==> src/rtl/core/eight_bit_register_core_assert.svh <==
// Assertion macros used by the core's top-level RTL file.
// Each macro expects clk and rst_n in scope.
`ifndef EIGHT_BIT_REGISTER_CORE_ASSERT_SVH
`define EIGHT_BIT_REGISTER_CORE_ASSERT_SVH

// Same-cycle implication.
`define EBRC_ASSERT_NOW(label, ante, cons) \
  label: assert property (@(posedge clk) disable iff (!rst_n) (ante) |-> (cons)) \
    else $error("core assertion failed");

// Implication checked in the following cycle.
`define EBRC_ASSERT_NEXT(label, ante, cons) \
  label: assert property (@(posedge clk) disable iff (!rst_n) (ante) |=> (cons)) \
    else $error("core assertion failed");

`endif

==> src/rtl/core/ebrc_pkg.sv <==
package ebrc_pkg;

  localparam int REG_W    = 8;
  localparam int NUM_REGS = 8;
  localparam int REG_AW   = 3;
  localparam int INSTR_W  = 15;

  // Instruction word fields.
  localparam int OP_MSB  = 14;
  localparam int OP_LSB  = 11;
  localparam int DST_MSB = 10;
  localparam int DST_LSB = 8;
  localparam int SRA_MSB = 5;
  localparam int SRA_LSB = 3;
  localparam int SRB_MSB = 2;
  localparam int SRB_LSB = 0;
  localparam int IMM_MSB = 7;
  localparam int IMM_LSB = 0;

  typedef enum logic [3:0] {
    OP_MOV   = 4'd0,
    OP_MOVI  = 4'd1,
    OP_STORE = 4'd2,
    OP_LOAD  = 4'd3,
    OP_ADD   = 4'd4,
    OP_SUB   = 4'd5,
    OP_AND   = 4'd6,
    OP_OR    = 4'd7,
    OP_XOR   = 4'd8,
    OP_JMP   = 4'd9,
    OP_JZ    = 4'd10,
    OP_JNZ   = 4'd11,
    OP_ABORT = 4'd12
  } op_t;

  typedef enum logic [1:0] {
    RUN_WAIT = 2'd0,
    RUN_GO   = 2'd1,
    RUN_HALT = 2'd2
  } run_t;

  typedef struct packed {
    logic               start_req;
    logic [INSTR_W-1:0] instr;
    logic [REG_W-1:0]   load_data;
  } ebrc_in_t;

  typedef struct packed {
    logic             executed;
    logic [REG_W-1:0] next_ip;
    logic             mem_read;
    logic             mem_write;
    logic [REG_W-1:0] mem_addr;
    logic [REG_W-1:0] mem_data;
    logic [REG_W-1:0] dest_value;
    logic             zero;
    logic             abort;
    logic             illegal;
    logic             halted;
  } ebrc_out_t;

  // Architectural scalar state.
  typedef struct packed {
    run_t             run;
    logic [REG_W-1:0] ip;
    logic             zero;
    logic [REG_W-1:0] addr;
    logic [REG_W-1:0] data;
    logic             abort;
    logic             illegal;
  } arch_t;

  // Register file write-back.
  typedef struct packed {
    logic              en;
    logic [REG_AW-1:0] addr;
    logic [REG_W-1:0]  data;
  } wb_t;

  function automatic logic op_is_alu(input logic [3:0] op);
    return (op >= OP_ADD) && (op <= OP_XOR);
  endfunction

endpackage

==> src/rtl/core/ebrc_regfile.sv <==
module ebrc_regfile (
  input  logic                          clk,
  input  logic                          rst_n,
  input  logic                          rd_en,
  input  logic [ebrc_pkg::REG_AW-1:0]   rd_addr0,
  input  logic [ebrc_pkg::REG_AW-1:0]   rd_addr1,
  input  ebrc_pkg::wb_t                 wr,
  output logic [ebrc_pkg::REG_W-1:0]    rd_data0,
  output logic [ebrc_pkg::REG_W-1:0]    rd_data1
);
  import ebrc_pkg::*;

  logic [REG_W-1:0]    mem [NUM_REGS];
  logic [REG_W-1:0]    rdata0_r, rdata1_r;
  logic [REG_AW-1:0]   raddr0_r, raddr1_r;
  logic [NUM_REGS-1:0] vld_r;
  wb_t                 fwd_r;

  always_ff @(posedge clk) begin
    if (wr.en) begin
      mem[wr.addr] <= wr.data;
    end
    if (rd_en) begin
      rdata0_r <= mem[rd_addr0];
      rdata1_r <= mem[rd_addr1];
      raddr0_r <= rd_addr0;
      raddr1_r <= rd_addr1;
    end
  end

  // Valid bits stand in for clearing the array at reset. The last write is
  // kept so that a read issued on the same edge as that write still sees it.
  always_ff @(posedge clk) begin
    if (!rst_n) begin
      vld_r    <= '0;
      fwd_r.en <= 1'b0;
    end else if (wr.en) begin
      vld_r[wr.addr] <= 1'b1;
      fwd_r          <= wr;
    end
  end

  always_comb begin
    if (fwd_r.en && (fwd_r.addr == raddr0_r)) begin
      rd_data0 = fwd_r.data;
    end else begin
      rd_data0 = vld_r[raddr0_r] ? rdata0_r : '0;
    end
    if (fwd_r.en && (fwd_r.addr == raddr1_r)) begin
      rd_data1 = fwd_r.data;
    end else begin
      rd_data1 = vld_r[raddr1_r] ? rdata1_r : '0;
    end
  end

endmodule

==> src/rtl/core/ebrc_exec.sv <==
module ebrc_exec (
  input  ebrc_pkg::ebrc_in_t          item,
  input  ebrc_pkg::arch_t             arch,
  input  logic [ebrc_pkg::REG_W-1:0]  opa,
  input  logic [ebrc_pkg::REG_W-1:0]  opb,
  output ebrc_pkg::arch_t             arch_nxt,
  output ebrc_pkg::wb_t               wb,
  output ebrc_pkg::ebrc_out_t         res
);
  import ebrc_pkg::*;

  logic [3:0]        op;
  logic [REG_W-1:0]  imm;
  logic [REG_W-1:0]  ipn;
  logic [REG_W-1:0]  alu;
  logic              executed;
  logic              show;
  logic              rd;
  logic              wr;

  assign op  = item.instr[OP_MSB:OP_LSB];
  assign imm = item.instr[IMM_MSB:IMM_LSB];
  assign ipn = REG_W'(arch.ip + 8'd1);

  // Operand port 0 carries R[a] for ALU ops and R[d] otherwise; port 1 is R[b].
  always_comb begin
    unique case (op)
      OP_ADD:  alu = REG_W'(opa + opb);
      OP_SUB:  alu = REG_W'(opa - opb);
      OP_AND:  alu = opa & opb;
      OP_OR:   alu = opa | opb;
      default: alu = opa ^ opb;
    endcase
  end

  always_comb begin
    arch_nxt = arch;
    wb.en    = 1'b0;
    wb.addr  = item.instr[DST_MSB:DST_LSB];
    wb.data  = alu;
    executed = 1'b0;
    show     = 1'b0;
    rd       = 1'b0;
    wr       = 1'b0;
    unique case (arch.run)
      RUN_WAIT: begin
        if (item.start_req) begin
          arch_nxt.run = RUN_GO;
        end
      end
      RUN_GO: begin
        executed = 1'b1;
        show     = 1'b1;
        arch_nxt.ip = ipn;
        unique case (op)
          OP_MOV: begin
            wb.en   = 1'b1;
            wb.data = opb;
          end
          OP_MOVI: begin
            wb.en   = 1'b1;
            wb.data = imm;
          end
          OP_STORE: begin
            arch_nxt.addr = imm;
            arch_nxt.data = opa;
            wr = 1'b1;
          end
          OP_LOAD: begin
            arch_nxt.addr = imm;
            wb.en   = 1'b1;
            wb.data = item.load_data;
            rd = 1'b1;
          end
          OP_ADD, OP_SUB, OP_AND, OP_OR, OP_XOR: begin
            wb.en = 1'b1;
            arch_nxt.zero = (alu == '0);
          end
          OP_JMP: arch_nxt.ip = imm;
          OP_JZ:  arch_nxt.ip = arch.zero ? imm : ipn;
          OP_JNZ: arch_nxt.ip = arch.zero ? ipn : imm;
          OP_ABORT: begin
            arch_nxt.ip    = arch.ip;
            arch_nxt.abort = 1'b1;
            arch_nxt.run   = RUN_HALT;
          end
          default: begin
            // Undefined opcode: halt in place, nothing reported as executed.
            arch_nxt.ip      = arch.ip;
            arch_nxt.illegal = 1'b1;
            arch_nxt.run     = RUN_HALT;
            executed = 1'b0;
            show     = 1'b0;
          end
        endcase
      end
      default: begin
        arch_nxt = arch;
      end
    endcase
  end

  always_comb begin
    res.executed   = executed;
    res.next_ip    = arch_nxt.ip;
    res.mem_read   = rd;
    res.mem_write  = wr;
    res.mem_addr   = arch_nxt.addr;
    res.mem_data   = arch_nxt.data;
    res.dest_value = !show ? '0 : (wb.en ? wb.data : opa);
    res.zero       = arch_nxt.zero;
    res.abort      = arch_nxt.abort;
    res.illegal    = arch_nxt.illegal;
    res.halted     = (arch_nxt.run == RUN_HALT);
  end

endmodule

==> src/rtl/core/eight_bit_register_core.sv <==
// Channel   Direction  Payload     Handshake
// in_       input      ebrc_in_t   in_valid / in_stall
// out_      output     ebrc_out_t  out_valid / out_stall
//
// One item is accepted per clock unless in_stall is high; its result is
// registered as the item leaves the execute stage. Operands are read at
// the accept edge and written back as the item retires, with that write
// forwarded to a read issued on the same edge. Reset (rst_n low, synchronous)
// puts the core in the waiting state with all registers reading as zero.
// The input stalls only while a stalled result holds the output register.
`include "eight_bit_register_core_assert.svh"

module eight_bit_register_core (
  input  logic                clk,
  input  logic                rst_n,
  input  logic                in_valid,
  output logic                in_stall,
  input  ebrc_pkg::ebrc_in_t  in_data,
  output logic                out_valid,
  input  logic                out_stall,
  output ebrc_pkg::ebrc_out_t out_data
);
  import ebrc_pkg::*;

  logic              accept;
  logic              s1_adv;
  logic              s1_valid_r;
  ebrc_in_t          s1_item_r;
  logic              out_valid_r;
  ebrc_out_t         out_data_r;
  arch_t             arch_r;
  arch_t             arch_nxt;
  wb_t               wb;
  wb_t               wb_gated;
  ebrc_out_t         res;
  logic [3:0]        in_op;
  logic [REG_AW-1:0] rd_addr0;
  logic [REG_W-1:0]  opa;
  logic [REG_W-1:0]  opb;

  // The execute stage moves on whenever the output register is free or
  // being emptied this cycle.
  assign s1_adv   = s1_valid_r && (!out_valid_r || !out_stall);
  assign in_stall = s1_valid_r && !s1_adv;
  assign accept   = in_valid && !in_stall;

  // Operand addresses come straight from the incoming instruction word.
  assign in_op    = in_data.instr[OP_MSB:OP_LSB];
  assign rd_addr0 = op_is_alu(in_op) ? in_data.instr[SRA_MSB:SRA_LSB]
                                     : in_data.instr[DST_MSB:DST_LSB];

  ebrc_regfile u_regfile (
    .clk      (clk),
    .rst_n    (rst_n),
    .rd_en    (accept),
    .rd_addr0 (rd_addr0),
    .rd_addr1 (in_data.instr[SRB_MSB:SRB_LSB]),
    .wr       (wb_gated),
    .rd_data0 (opa),
    .rd_data1 (opb)
  );

  ebrc_exec u_exec (
    .item     (s1_item_r),
    .arch     (arch_r),
    .opa      (opa),
    .opb      (opb),
    .arch_nxt (arch_nxt),
    .wb       (wb),
    .res      (res)
  );

  // Write back only when the item actually leaves the execute stage.
  always_comb begin
    wb_gated    = wb;
    wb_gated.en = wb.en && s1_adv;
  end

  always_ff @(posedge clk) begin
    if (!rst_n) begin
      s1_valid_r     <= 1'b0;
      out_valid_r    <= 1'b0;
      arch_r.run     <= RUN_WAIT;
      arch_r.ip      <= '0;
      arch_r.zero    <= 1'b0;
      arch_r.addr    <= '0;
      arch_r.data    <= '0;
      arch_r.abort   <= 1'b0;
      arch_r.illegal <= 1'b0;
    end else begin
      s1_valid_r <= accept || (s1_valid_r && !s1_adv);
      if (s1_adv) begin
        arch_r      <= arch_nxt;
        out_valid_r <= 1'b1;
      end else if (out_valid_r && !out_stall) begin
        out_valid_r <= 1'b0;
      end
    end
  end

  // Payload registers carry no reset.
  always_ff @(posedge clk) begin
    if (accept) begin
      s1_item_r <= in_data;
    end
    if (s1_adv) begin
      out_data_r <= res;
    end
  end

  assign out_valid = out_valid_r;
  assign out_data  = out_data_r;

  // Halting is final until reset.
  `EBRC_ASSERT_NEXT(a_halt_sticky, arch_r.run == RUN_HALT, arch_r.run == RUN_HALT)
  // Either halt flag implies the halted state.
  `EBRC_ASSERT_NOW(a_flag_halts, arch_r.abort || arch_r.illegal, arch_r.run == RUN_HALT)
  // Only a running core writes the register file.
  `EBRC_ASSERT_NOW(a_wb_running, wb_gated.en, arch_r.run == RUN_GO)
  // The instruction pointer moves only when an item retires.
  `EBRC_ASSERT_NEXT(a_ip_hold, !s1_adv, $stable(arch_r.ip))

endmodule
==> config.mk <==
export PLATFORM = sky130hd
export DESIGN_NAME = eight_bit_register_core
export DESIGN_NICKNAME = d
export VERILOG_FILES = /design/src/rtl/core/ebrc_pkg.sv /design/src/rtl/core/ebrc_regfile.sv /design/src/rtl/core/ebrc_exec.sv /design/src/rtl/core/eight_bit_register_core.sv
export VERILOG_INCLUDE_DIRS = /design/src /design/src/rtl/core
export SDC_FILE = /design/constraint.sdc
export NUM_CORES = 1
export LEC_CHECK = 0
export ABC_AREA = 1
export BUFFER_PORTS_ARGS = -buffer_cell sky130_fd_sc_hd__buf_4
export CORE_MARGIN = 2
export CORE_UTILIZATION = 55
export CTS_CLUSTER_DIAMETER = 40
export CTS_CLUSTER_SIZE = 14
export DETAILED_ROUTE_END_ITERATION = 8
export GPL_TIMING_DRIVEN = 0
export PLACE_DENSITY = 0.74
export SYNTH_ARGS = -nofsm -noshare
export SYNTH_HDL_FRONTEND = slang
export SYNTH_SLANG_ARGS = --single-unit
==> constraint.sdc <==
create_clock -name clk -period 3.15 [get_ports clk]
set_clock_uncertainty 0.05 [all_clocks]
set_input_delay 0.945 -clock clk [delete_from_list [all_inputs] [get_ports clk]]
set_output_delay 0.945 -clock clk [all_outputs]
set_load 0.05 [all_outputs]
## Word-level counts from Yosys, hierarchy flattened

Memories as Yosys holds them, arrays and structs flattened. A register that Yosys moved wholly into a read port is not among the register bits.
Cells that the tools add are included.

| operators by class | value |
|---|---|
| $mul | 0 |
| reduce and logical (&&, ||, !) cells | 26 |
| equal/unequal tests | 16 |
| add/subtract/negate cells | 3 |
| divide/modulo/power cells | 0 |
| shifts and indexed selects | 0 |
| bitwise logic cells | 4 |
| multiplexer cells | 37 |
| magnitude comparators | 6 |

Operator list:

| operator | count |
|---|---|
| two-way mux 8 bit | 10 |
| one-hot mux 8 bit (4 select lines) | 2 |
| two-way mux 27 bit | 1 |
| one-hot mux 8 bit (3 select lines) | 1 |
| equality test 4 bit (second input constant) | 5 |
| equality test 4 x 3 -> 1 bit (second input constant) | 4 |
| two-way mux 1 bit | 16 |
| bitwise OR 8 bit | 2 |
| OR reduction 13 bit | 1 |
| less-than comparator 3 x 4 -> 1 bit (second input constant) | 3 |
| OR reduction 12 bit | 1 |
| logical AND 1 bit | 9 |
| OR reduction 9 bit | 1 |
| adder 8 x 1 -> 8 bit (second input constant) | 1 |
| adder 8 bit | 1 |
| bitwise AND 8 bit | 1 |
| equality test 4 x 2 -> 1 bit (second input constant) | 2 |
| logical NOT 8 bit | 1 |
| OR reduction 8 bit | 1 |
| subtractor 8 bit | 1 |
| bitwise XOR 8 bit | 1 |
| binary-select mux 1 bit (select 3 bit) | 2 |
| equality test 3 bit | 2 |
| OR reduction 5 bit | 1 |
| other kinds (17) | 22 |

| word-level totals | value |
|---|---|
| output and inout bits | 41 |
| ROM bits | 0 |
| RAM bits | 64 |
| logic and storage cells | 122 |
| input port bits | 28 |
| bits in latches | 0 |
| memories kept | 1 |
| bits in registers | 120 |

Memories:

| name | words | width | read ports | clocked after memory_dff | wr ports | line | text |
|---|---|---|---|---|---|---|---|
| u_regfile.mem | 8 | 8 | 2 | 2 | 1 | ebrc_regfile.sv:13 | `logic [REG_W-1:0] mem [NUM_REGS];` |

## Depth between registers and ports, before layout

| logic depth | value |
|---|---|
| depth in word-level cells | 9 |
| depth in mapped cells | 28 |
| gate-level depth less buffers | 28 |

## Modules after synthesis

A second synthesis with hierarchy kept.

| unflattened totals | value |
|---|---|
| cell total of the unflattened synthesis | 1162 |
| area, all modules | 10446.3 um^2 |

By module, submodules not included:

| module | cells each | times used | area an instance (um^2) |
|---|---|---|---|
| ebrc_regfile | 530 | 1 | 5051.1 |
| eight_bit_register_core | 219 | 1 | 3118.0 |
| ebrc_exec | 413 | 1 | 2277.2 |

## Worst setup path before layout

Ideal clock, no wire load.

| timing | value |
|---|---|
| kind | reg2reg |
| start point | reg u_regfile.fwd_r[8] (netlist name) |
| end point | reg out_data_r (netlist bit out_data[10]), data pin |
| buffers on the path | 1 |
| setup slack | -248 ps |
| setup time | 139 ps |
| period minus slack after synthesis | 3398 ps |
| cell stages (with the launch flop) | 23 |
| required time | 2961 ps |
| arrival | 3209 ps |
| cells stage by stage | edfxtp_1 -> inv_1 -> nand2_1 -> nand2_1 -> nor2_1 -> nand2_1 -> clkbuf_1 -> nor2_1 -> a31oi_1 -> ha_1 -> inv_1 -> fa_1 -> nand2_1 -> a21oi_1 -> o21ai_0 -> a21oi_1 -> o21ai_0 -> nand3_1 -> nand2_1 -> inv_1 -> a22oi_1 -> nor2_1 -> nor2_1 |

RTL lines:

| item | line | text |
|---|---|---|
| start: declaration | ebrc_regfile.sv:17 | `wb_t fwd_r;` |
| start signal: assignment | ebrc_regfile.sv:39 | `fwd_r <= wr;` |
| end signal: assignment | eight_bit_register_core.sv:107 | `out_data_r <= res;` |
| end: declaration | eight_bit_register_core.sv:30 | `ebrc_out_t out_data_r;` |

==> impl_metrics.json <==
{
  "status": "finished with violations",
  "violations": "setup timing",
  "dp_hpwl_um": 18610,
  "endpoint_kind": "register",
  "core_area_um2": 17420,
  "final_util_pct": 70.16,
  "hold_buffers": 0,
  "ant_nets": 0,
  "fin_crit_ns": 3.741,
  "hp-class": "reg -> reg",
  "clock_sinks": 197,
  "cts_root_buf": "clkbuf_16",
  "first_pass_iters": 7,
  "drcViolationCount": 0,
  "synth_nets": 1145,
  "track_usage_pct": 28.53,
  "initial_core_util_pct": 56.55,
  "max_stage_delay_ns": 0.47,
  "worstSkewPairLatency_ns": 0.46,
  "synth_seq_area_share_pct": 56.00,
  "drv_cap": 0,
  "slew_violations": 0,
  "vdd_drop_max_mv": 0.5019,
  "synth_cell_types": 44,
  "slew_headroom_pct": 30.24,
  "antenna_found_initial": 1,
  "yosysWarnings": 0,
  "worst_pin_slew_ns": 1.046,
  "die_w_um": 137.8,
  "post_drt_wl_per_cell_um": 18.01,
  "cts_tree": "built",
  "areaGrowthSynthToFinish_pct": 24.06,
  "rows": 48,
  "post-route-period-util_pct": 118.8,
  "antenna_cells": 0,
  "nets": 1284,
  "setup_ws_ns": -0.5912,
  "synth_edf_count": 157,
  "routed_wirelength_um": 26500,
  "grt_overflow": 0,
  "vias_per_cell": 5.642,
  "clockBufferDepth": 2,
  "max_freq_mhz": 267.3,
  "cp-start-kind": "register",
  "worstPathRequired_ns": 3.46,
  "p_total_mw": 6.540,
  "ys_ff_latch": 197,
  "vias": 8300,
  "grt_max_degree": 49,
  "htree_num_levels": 4,
  "ys.flop_type": "edfxtp_1",
  "syn_avg_cell_area_um2": 9.003,
  "cp_common_cell": "nand2_1",
  "p_leak_nw": 5.202,
  "power.density_nw_per_um2": 535.2,
  "setup_viol": 72,
  "rsz0062_at_grt": "yes",
  "grt_pass1_vias": 7779,
  "hold_viol_final": 0,
  "drive_gt1_share_pct": 23.35,
  "die_h_um": 137.8,
  "port_buffers": 68,
  "synthArstFlopShare_pct": 0,
  "cts_buffers": 17,
  "worst_ep_arrival_time_ns": 4.05,
  "synthCells": 1094,
  "cp_max_fo": 3,
  "cpMaxStageDelayCell": "edfxtp_1",
  "netlist_area_um2": 9849,
  "crit_type": "reg -> reg",
  "grt_pass1_wl_um": 40530,
  "io_pins": 69,
  "path_clk_slew_ns": 0.08,
  "drt_iter0_drc": 843,
  "place_congestion": 0.9263,
  "dieArea_um2": 18990
}
[state kept, by name, summed over array words and instances (netlist names)]
signal and count:
u_regfile.mem 64, s1_valid_r 1, out_data 39, u_regfile.fwd_r 12, out_valid 1, arch_r 29, u_regfile.raddr0_r 3, u_regfile.rdata0_r 8
s1_item_r 24, u_regfile.vld_r 8, u_regfile.rdata1_r 8
[path summary, 6_finish.rpt]
kind | start | to | slack, ns | cells past startpoint
min reg2reg | u_regfile.vld_r[4]$_SDFFE_PN0P_ | u_regfile.vld_r[4]$_SDFFE_PN0P_ | 0.42 | 1
max reg2reg | s1_item_r[8]$_DFFE_PP_ | arch_r[18]$_SDFFE_PN0P_ | -0.59 | 28
max | s1_item_r[8]$_DFFE_PP_ | arch_r[18]$_SDFFE_PN0P_ | -0.59 | 28
min | u_regfile.vld_r[4]$_SDFFE_PN0P_ | u_regfile.vld_r[4]$_SDFFE_PN0P_ | 0.42 | 1
[layer usage]
metal	vias to the layer above	GRT usage, %	part of all wire, %
met5	-	0	0
met3	64	5.298	6.8
met4	0	11.51	3.2
li1	3984	-	-
met2	343	49.12	50
met1	3909	35.54	40
[critical path: cells and delay by family (launching register included)]
family / cells / cell delay, ns
buffers and inverters: 7 / 0.75
and+or+nand+nor: 17 / 1.61
xor gates and xnor gates: 1 / 0.15
DFF: 1 / 0.47
AOI/OAI and AO/OA: 2 / 0.30
adders and majority gates: 1 / 0.32
[synth_stat cells, types with 2 or more instances]
| cell | count | area, um2 |
|---|---|---|
| xor2_1 | 8 | 70.07 |
| nand3_1 | 26 | 130.1 |
| buf_2 | 6 | 30.03 |
| nor2_1 | 163 | 611.8 |
| o21ai_2 | 2 | 17.52 |
| nand4_1 | 3 | 18.77 |
| nor2_2 | 8 | 50.05 |
| nand2_2 | 6 | 37.54 |
| inv_1 | 155 | 581.8 |
| a21oi_2 | 3 | 26.28 |
| a31oi_1 | 22 | 137.6 |
| nand3b_1 | 2 | 15.01 |
| dfxtp_1 | 40 | 800.8 |
| a22oi_1 | 6 | 45.04 |
| nor3_1 | 2 | 10.01 |
| inv_2 | 10 | 37.54 |
| o21ai_1 | 3 | 15.01 |
| o211ai_1 | 22 | 165.2 |
| a211oi_1 | 7 | 52.55 |
| o21ai_0 | 109 | 545.5 |
| a221oi_1 | 9 | 78.83 |
| nor4_1 | 3 | 18.77 |
| a21oi_1 | 60 | 300.3 |
| nand2_1 | 171 | 641.9 |
| o22ai_1 | 9 | 56.30 |
| o21bai_1 | 4 | 30.03 |
| o221ai_1 | 3 | 26.28 |
| clkbuf_1 | 28 | 105.1 |
| or2_2 | 4 | 25.02 |
| o21a_1 | 9 | 67.56 |
| ha_1 | 22 | 275.3 |
| edfxtp_1 | 157 | 4715 |
[layout make-up]
class                   instances  area, um2
inverters                     166      633.1
clock buffers                  19      464.2
fillers                      1331       5197
repair buffers                120      972.2
clock inverters                13      147.6
flip-flops and latches        197       5515
well taps                     225      281.5
plain buffers                  36      161.4
multi-input cells             695       4044
[through the flow]
stage	setup slack (ns)	setup TNS (ns)	std cells	hold slack, ns	cell area, um2
floorplan	-0.1364	-1.528	1094	0.3907	9873
global placement	-1.039	-64.73	1387	0.3983	10670
detailed placement	-1.128	-71.92	1388	0.4061	10690
CTS	-0.5826	-15.05	1453	0.4247	11890
global route	-0.7668	-35.46	1471	0.4414	12220
finish	-0.5912	-25.34	1471	0.4216	12220
[placed cells by master, fill, tap and decap left out, drive strengths merged, types with 3 or more instances in the layout]
| cell type | instances |
|---|---|
| ha | 22 |
| a31oi | 22 |
| or2 | 5 |
| a211oi | 7 |
| o22ai | 9 |
| nor3 | 3 |
| clkinv | 6 |
| o21a | 9 |
| o211ai | 22 |
| buf | 129 |
| o21bai | 4 |
| nor4 | 3 |
| inv | 172 |
| xor2 | 8 |
| edfxtp | 157 |
| a22oi | 6 |
| clkbuf | 46 |
| o21ai | 114 |
| nand3 | 27 |
| nor2 | 172 |
| nand4 | 3 |
| dfxtp | 40 |
| o221ai | 3 |
| nand2 | 177 |
| a21oi | 63 |
| a221oi | 9 |
[timing repair]
| action | 4_1_cts | 5_1_grt |
|---|---|---|
| cloned | 1 | 0 |
| pin swaps | 29 | 43 |
| gates resized for setup | 85 | 57 |
| setup endpoints to repair | 140 | 141 |
| setup buffers | 32 | 20 |
[power by group]
part	switching (mW)	leakage (nW)	internal, mW
clock	1.09	0.297	1.13
sequential	0.0501	1.81	2.96
combinational	0.830	3.09	0.474
[kinds of logic (layout without fill, tap and decap cells)]
family                   after synthesis  count (layout)  share of synthesized area [%]
flip-flops                           197             197                          56.00
AO/OA/AOI/OAI                        272             272                          16.23
buffers and inverters                202             354                          7.851
AND/OR/NAND/NOR                      392             392                          16.21
XOR/XNOR                               8               8                         0.7114
adder cells (fa/ha/maj)               23              23                          2.998
Note: power is estimated with default switching activity, not from simulation.
